$ cat src/hw/rtl/cse_pkg.sv
// Package for the C-style string escaper: character constants,
// configuration register indexes and escape helper functions.
// No dependencies.
`default_nettype none

package cse_pkg;

    // width of one character, of the configuration index and of the configuration data
    localparam int CHAR_W     = 8;
    localparam int CFG_IDX_W  = 2;
    localparam int CFG_DATA_W = 2;

    // most output characters that one input item can cause
    localparam int MAX_RES   = 6;
    localparam int RES_IDX_W = 3;
    localparam int BODY_MAX  = 4;

    // codes below this are control characters
    localparam logic [CHAR_W-1:0] CTRL_LIMIT = 8'd32;

    // configuration register indexes
    localparam logic [CFG_IDX_W-1:0] REG_ESC_DOUBLE  = 2'd0;
    localparam logic [CFG_IDX_W-1:0] REG_ESC_SINGLE  = 2'd1;
    localparam logic [CFG_IDX_W-1:0] REG_QUOTE_STYLE = 2'd2;
    localparam logic [CFG_IDX_W-1:0] REG_QUOTE_WHEN  = 2'd3;

    // character constants
    localparam logic [CHAR_W-1:0] CH_BSLASH = 8'h5C;
    localparam logic [CHAR_W-1:0] CH_DQUOTE = 8'h22;
    localparam logic [CHAR_W-1:0] CH_SQUOTE = 8'h27;
    localparam logic [CHAR_W-1:0] CH_X      = 8'h78;
    localparam logic [CHAR_W-1:0] CH_ZERO   = 8'h30;
    localparam logic [CHAR_W-1:0] CH_LOW_A  = 8'h61;

    // control character codes with a short letter escape
    localparam logic [CHAR_W-1:0] CC_NUL = 8'd0;
    localparam logic [CHAR_W-1:0] CC_BEL = 8'd7;
    localparam logic [CHAR_W-1:0] CC_BS  = 8'd8;
    localparam logic [CHAR_W-1:0] CC_HT  = 8'd9;
    localparam logic [CHAR_W-1:0] CC_LF  = 8'd10;
    localparam logic [CHAR_W-1:0] CC_VT  = 8'd11;
    localparam logic [CHAR_W-1:0] CC_FF  = 8'd12;
    localparam logic [CHAR_W-1:0] CC_CR  = 8'd13;

    // configuration register set
    typedef struct packed {
        logic       esc_double;
        logic       esc_single;
        logic [1:0] quote_style;
        logic       quote_when;
    } cse_cfg_t;

    // lower-case hex digit of a nibble
    function automatic logic [CHAR_W-1:0] hex_digit(input logic [3:0] v);
        logic [CHAR_W-1:0] r;
        if (v < 4'd10)
        begin
            r = CH_ZERO + {4'd0, v};
        end
        else
        begin
            r = CH_LOW_A + {4'd0, v} - 8'd10;
        end
        return r;
    endfunction

    // short letter escape of a control character, zero when it has none
    function automatic logic [CHAR_W-1:0] esc_letter(input logic [CHAR_W-1:0] c);
        logic [CHAR_W-1:0] r;
        case (c)
            CC_NUL:  r = 8'h30;
            CC_BEL:  r = 8'h61;
            CC_BS:   r = 8'h62;
            CC_HT:   r = 8'h74;
            CC_LF:   r = 8'h6E;
            CC_VT:   r = 8'h76;
            CC_FF:   r = 8'h66;
            CC_CR:   r = 8'h72;
            default: r = '0;
        endcase
        return r;
    endfunction

endpackage

`default_nettype wire

$ cat src/hw/rtl/c_string_escaper_unit.sv
// C-style string escaper, top level: input register, escape expansion
// and a result buffer that emits one character per cycle while out_stall is low.
// Depends on cse_pkg.
`default_nettype none

// An item is held in the input register and then loaded into the result buffer for output.
// Throughput: one result per cycle while out_stall is low; an item yields 1 to 6 results (one
// per output character: up to four for the escape plus an opening and a closing quote).
// The result buffer drains while the next item is already held in the input register.
// Reset clears all valid flags, the configuration registers and the escape flag.
module c_string_escaper_unit (
    input  wire logic                       clk,
    input  wire logic                       rst_n,
    // configuration write port
    input  wire logic                       cfg_we,
    input  wire logic [cse_pkg::CFG_IDX_W-1:0]  cfg_index,
    input  wire logic [cse_pkg::CFG_DATA_W-1:0] cfg_wdata,
    // input channel
    input  wire logic                       in_valid,
    output logic                            in_stall,
    input  wire logic [cse_pkg::CHAR_W-1:0] in_char,
    input  wire logic                       first_char,
    input  wire logic                       last_char,
    // output channel
    output logic                            out_valid,
    input  wire logic                       out_stall,
    output logic [cse_pkg::CHAR_W-1:0]      out_char,
    output logic                            run_last,
    output logic                            string_end,
    output logic                            quote_needed
);
    import cse_pkg::*;

    // configuration registers
    cse_cfg_t cfg_reg;

    // input register
    logic              in_vld_reg;
    logic [CHAR_W-1:0] char_reg;
    logic              first_reg;
    logic              last_reg;

    // result buffer
    logic                 buf_vld_reg;
    logic [CHAR_W-1:0]    seq_reg [MAX_RES];
    logic [RES_IDX_W-1:0] idx_reg;
    logic [RES_IDX_W-1:0] lst_reg;
    logic                 end_reg;
    logic                 qn_reg;

    // string state
    logic saw_escape_reg;
    logic saw_escape_next;

    // expansion results
    logic [CHAR_W-1:0]    seq_next [MAX_RES];
    logic [RES_IDX_W-1:0] lst_next;
    logic                 qn_next;

    logic [CHAR_W-1:0]    body [BODY_MAX];
    logic [RES_IDX_W-1:0] blen;
    logic [RES_IDX_W-1:0] base;
    logic                 esc;
    logic [CHAR_W-1:0]    quote_ch;
    logic                 always_q;
    logic                 open_q;
    logic                 close_q;
    logic [CHAR_W-1:0]    letter;

    // handshake control
    logic in_take;
    logic out_take;
    logic buf_done;
    logic buf_free;
    logic load;

    assign out_take = buf_vld_reg && !out_stall;
    assign buf_done = out_take && (idx_reg == lst_reg);
    assign buf_free = !buf_vld_reg || buf_done;
    assign load     = in_vld_reg && buf_free;
    assign in_stall = in_vld_reg && !buf_free;
    assign in_take  = in_valid && !in_stall;

    // configuration writes
    always_ff @(posedge clk or negedge rst_n)
    begin
        if (!rst_n)
        begin
            cfg_reg <= '0;
        end
        else if (cfg_we)
        begin
            case (cfg_index)
                REG_ESC_DOUBLE:  cfg_reg.esc_double  <= cfg_wdata[0];
                REG_ESC_SINGLE:  cfg_reg.esc_single  <= cfg_wdata[0];
                REG_QUOTE_STYLE: cfg_reg.quote_style <= cfg_wdata[1:0];
                REG_QUOTE_WHEN:  cfg_reg.quote_when  <= cfg_wdata[0];
                default:         cfg_reg <= cfg_reg;
            endcase
        end
    end

    // input register control
    always_ff @(posedge clk or negedge rst_n)
    begin
        if (!rst_n)
        begin
            in_vld_reg <= 1'b0;
        end
        else if (in_take)
        begin
            in_vld_reg <= 1'b1;
        end
        else if (load)
        begin
            in_vld_reg <= 1'b0;
        end
    end

    // input register payload
    always_ff @(posedge clk)
    begin
        if (in_take)
        begin
            char_reg  <= in_char;
            first_reg <= first_char;
            last_reg  <= last_char;
        end
    end

    // escaped body of the character
    always_comb
    begin
        letter = esc_letter(char_reg);
        for (int k = 0; k < BODY_MAX; k++)
        begin
            body[k] = '0;
        end
        if (char_reg < CTRL_LIMIT)
        begin
            body[0] = CH_BSLASH;
            esc     = 1'b1;
            if (letter != '0)
            begin
                body[1] = letter;
                blen    = 3'd2;
            end
            else
            begin
                body[1] = CH_X;
                body[2] = hex_digit(char_reg[7:4]);
                body[3] = hex_digit(char_reg[3:0]);
                blen    = 3'd4;
            end
        end
        else if ((char_reg == CH_DQUOTE && cfg_reg.esc_double)
                 || (char_reg == CH_SQUOTE && cfg_reg.esc_single)
                 || char_reg == CH_BSLASH)
        begin
            body[0] = CH_BSLASH;
            body[1] = char_reg;
            blen    = 3'd2;
            esc     = 1'b1;
        end
        else
        begin
            body[0] = char_reg;
            blen    = 3'd1;
            esc     = 1'b0;
        end
    end

    // quote selection, double quotes win
    always_comb
    begin
        if (cfg_reg.quote_style[0])
        begin
            quote_ch = CH_DQUOTE;
        end
        else if (cfg_reg.quote_style[1])
        begin
            quote_ch = CH_SQUOTE;
        end
        else
        begin
            quote_ch = '0;
        end
        always_q = (cfg_reg.quote_style != 2'd0) && !cfg_reg.quote_when;
        open_q   = first_reg && always_q;
        close_q  = last_reg && always_q;
        base     = open_q ? 3'd1 : 3'd0;
    end

    // full output sequence with optional quotes
    always_comb
    begin
        for (int j = 0; j < MAX_RES; j++)
        begin
            seq_next[j] = '0;
        end
        if (open_q)
        begin
            seq_next[0] = quote_ch;
        end
        for (int k = 0; k < BODY_MAX; k++)
        begin
            if (RES_IDX_W'(k) < blen)
            begin
                seq_next[base + RES_IDX_W'(k)] = body[k];
            end
        end
        if (close_q)
        begin
            seq_next[base + blen] = quote_ch;
        end
        lst_next = base + blen - 3'd1 + {2'd0, close_q};
    end

    // escape flag of the running string
    always_comb
    begin
        saw_escape_next = (first_reg ? 1'b0 : saw_escape_reg) | esc;
        qn_next = last_reg && (cfg_reg.quote_style != 2'd0) && cfg_reg.quote_when
                  && saw_escape_next;
    end

    always_ff @(posedge clk or negedge rst_n)
    begin
        if (!rst_n)
        begin
            saw_escape_reg <= 1'b0;
        end
        else if (load)
        begin
            saw_escape_reg <= saw_escape_next;
        end
    end

    // result buffer control
    always_ff @(posedge clk or negedge rst_n)
    begin
        if (!rst_n)
        begin
            buf_vld_reg <= 1'b0;
            idx_reg     <= '0;
        end
        else if (load)
        begin
            buf_vld_reg <= 1'b1;
            idx_reg     <= '0;
        end
        else if (buf_done)
        begin
            buf_vld_reg <= 1'b0;
            idx_reg     <= '0;
        end
        else if (out_take)
        begin
            idx_reg <= idx_reg + 3'd1;
        end
    end

    // result buffer payload
    always_ff @(posedge clk)
    begin
        if (load)
        begin
            seq_reg <= seq_next;
            lst_reg <= lst_next;
            end_reg <= last_reg;
            qn_reg  <= qn_next;
        end
    end

    // output transaction fields
    always_comb
    begin
        out_valid    = buf_vld_reg;
        out_char     = seq_reg[idx_reg];
        run_last     = (idx_reg == lst_reg);
        string_end   = run_last && end_reg;
        quote_needed = run_last && qn_reg;
    end

endmodule

`default_nettype wire

$ cat config.mk
export PLATFORM = sky130hd
export DESIGN_NAME = c_string_escaper_unit
export DESIGN_NICKNAME = d
export VERILOG_FILES = /design/src/hw/rtl/cse_pkg.sv /design/src/hw/rtl/c_string_escaper_unit.sv
export SDC_FILE = /design/constraint.sdc
export NUM_CORES = 1
export LEC_CHECK = 0
export ABC_AREA = 0
export CAP_MARGIN = 10
export CELL_PAD_IN_SITES_DETAIL_PLACEMENT = 0
export CELL_PAD_IN_SITES_GLOBAL_PLACEMENT = 1
export CORE_AREA = 3 3 93 117
export DETAILED_ROUTE_END_ITERATION = 10
export DIE_AREA = 0 0 96 120
export DONT_BUFFER_PORTS = 1
export GPL_ROUTABILITY_DRIVEN = 0
export MAX_ROUTING_LAYER = met4
export PLACE_DENSITY_LB_ADDON = 0.1
export SLEW_MARGIN = 20
export SYNTH_ARGS = -nofsm -noshare
export SYNTH_HDL_FRONTEND = slang
export SYNTH_SLANG_ARGS = --single-unit
$ cat constraint.sdc
create_clock -name clk -period 4.1 [get_ports clk]
set_input_delay 0.41 -clock clk [delete_from_list [all_inputs] [get_ports clk]]
set_output_delay 0.41 -clock clk [all_outputs]
set_load 0.01 [all_outputs]
==> qor.csv <==
metric,value,unit
placed_area,4060,sq um
coreArea,10000,sq um
vias,2689,
cap_violations,0,
clkSinkCount,73,
fin_tns_setup,0,ns
fmax,355,MHz
grt_pass1_wl,14000,um
r2r_start,char_reg[0],
first_pass_iters,4,
startpoint,char_reg[0],
synthesis.instances,362,
worst-path-buf-inv,2,
synth-edff-count,55,
hp-class,primary input to flop,
cp_slowest_cell,edfxtp_1,
cts.clk_slew.worst_paths,0.06,ns
fill_cells,979,
ys_ff_latch,73,
hold_buffers,1,
post_cts_buffers,0,
end_kind,flop,
tightest_slew,0.568,ns
path_max_fanout,12,
die_h,120,um
yosysWarnings,0,
area_growth,11.5,%
grt_max_degree,41,
ff2ff_setup_slack,1.28,ns
path_class,flop to flop,
start_util,39.4,%
fin_area,4390,sq um
min_period,2.82,ns
gr-total-overflow,0,
synth_seq_area_share,52.4,%
layout_common_cells,"edfxtp_1, nor2_1, nand2_1",
synth.net_count,390,
ios,32,
io_buffers,0,
post-dp-hpwl,6600,um
total_power,2640,uW
cts_buffers,9,
min_to,char_reg[3],
viasPerCell,5.44,
nNetsFinal,388,
min_from,in_char[3],
syn_area,3940,sq um
h-tree-depth,3,
final_antenna_net_count,0,
hold_viol,0,
skew,0.00621,ns
cp_common_cell,ha_1,
peakVddDrop,0.293,mV
grt_pass1_vias,2562,
die_w,96,um
status,finished clean,
root_buffer,clkbuf_16,
grt_use_total,16.8,%
required,4.18,ns
routed_wl,8800,um
drtIter0Drc,174,
rows,41,
final_max_slew_viol_count,0,
antenna_cells,0,
ys_types,59,
cpPeakStageDelay,0.57,ns
synth_top_area_cell,edfxtp_1,
drive_gt1_share,11.8,%
largest_register_ffs,40,
whs,0.168,ns
ctsLongestPathBuffers,2,
cts_tree,done,
rsz0062_at_grt,no,
async_flop_share,15.1,%
final_common_cell,edfxtp_1,
start_kind,flop,
crit_family,simple AND/OR/NAND/NOR gates,
setup_violations,0,
wl_per_cell,17.8,um
crit_arrival,2.89,ns
rr_endpoint,lst_reg[2],
p_per_area,602,nW/um^2
synth_area_leaders,"edfxtp_1, dfrtp_1, mux2i_1",
clkLatencyLatePin,0.33,ns
min_period_over_period,68.7,%
syn_avg_cell_area,10.9,sq um
crit_chain,"inv_1, ha_1, and3b_1, o2111ai_2, and2_1, xnor2_1, inv_1, ha_1, ha_1, xnor2_1",
drc,0,
antenna_found_initial,0,
post_cts_resize_count,0,
synth_top_area_share,41.9,%
synth-main-ff-cell,edfxtp_1,
r2r_cells,10,
die_area,11500,sq um
slew_headroom,61.9,%
worstHoldPathCells,0,
leakage,0.00165,uW
[power breakdown]
group / internal [uW] / total (uW) / switching [uW]
clock network: 532 / 825 / 293
logic: 286 / 715 / 429
registers: 972 / 1100 / 133
[cells by family after synthesis]
kind of cell | share of synthesized area, %
and+or+nand+nor | 16.8
AOI/OAI and AO/OA | 12.9
DFF | 52.4
buffers and inverters | 4.09
muxes | 9.08
adders and majority gates | 2.86
xor gates and xnor gates | 1.78
other | 0.0951
[metal layers]
| metal | vias to the layer above | part of all wire (%) | wire (um) | track usage [%] |
|---|---|---|---|---|
| met2 | 54 | 48 | 4190 | 24.5 |
| met3 | 17 | 3.2 | 279 | 3.39 |
| met5 | - | 0 | 0 | - |
| met1 | 1285 | 46 | 4070 | 22.3 |
| li1 | 1333 | - | - | - |
| met4 | 0 | 3.0 | 267 | 8.27 |
[per-stage QoR]
| step | utilization [%] | setup WS, ns | instances |
|---|---|---|---|
| floorplan | - | 0.520 | 362 |
| global placement | 40.6 | 1.35 | 477 |
| detailed placement | 40.6 | 1.29 | 477 |
| CTS | 43.9 | 1.28 | 494 |
| global route | 43.9 | 1.07 | 494 |
| finish | 43.9 | 1.28 | 494 |
[worst max path at each step]
stage | end | depth (start not counted)
after floorplan | end_reg | 4
after global placement | lst_reg[2] | 10
after detailed placement | lst_reg[2] | 9
after CTS | lst_reg[2] | 9
after global routing | lst_reg[2] | 10
final | lst_reg[2] | 10
[area by class of cell]
type                       count  area [sq um]  area share [%]
clock inverter                 7          95.1            2.16
multi-input combinational    251          1730            39.3
timing repair buffer           6          47.5            1.08
inverter                      19          71.3            1.62
tap                          129           161            3.67
clock buffer                   9           225            5.13
sequential                    73          2070            47.0
[Yosys cell counts, types with 2 or more instances]
| library cell | instances |
|---|---|
| nor3_1 | 5 |
| a31oi_1 | 5 |
| buf_2 | 6 |
| nand3b_1 | 3 |
| and3_1 | 4 |
| nand2_1 | 25 |
| xnor2_1 | 5 |
| mux2_2 | 6 |
| ha_1 | 9 |
| or3_1 | 5 |
| o211ai_1 | 3 |
| a32oi_1 | 2 |
| mux4_2 | 4 |
| a21oi_1 | 23 |
| dfxtp_1 | 7 |
| nand2b_1 | 5 |
| nand4_1 | 4 |
| o21ai_0 | 19 |
| nor3b_1 | 2 |
| nor2b_1 | 2 |
| nor4_1 | 2 |
| xor2_1 | 3 |
| or2_2 | 2 |
| clkbuf_1 | 11 |
| mux2i_1 | 20 |
| nand3_1 | 15 |
| edfxtp_1 | 55 |
| or4_1 | 2 |
| dfrtp_1 | 11 |
| and2_1 | 11 |
| a22o_1 | 2 |
| o22ai_1 | 8 |
| o221ai_1 | 2 |
| inv_1 | 19 |
| nor2_1 | 31 |
[worst register-to-register path, delay by kind of cell, from the launching register on]
kind | cells | cell delay [ns]
and+or+nand+nor | 2 | 0.68
buffers and inverters | 2 | 0.18
DFF | 1 | 0.57
adders and majority gates | 3 | 0.58
AOI/OAI and AO/OA | 1 | 0.23
xor gates and xnor gates | 2 | 0.32
Note: power is estimated with default switching activity, not from simulation.
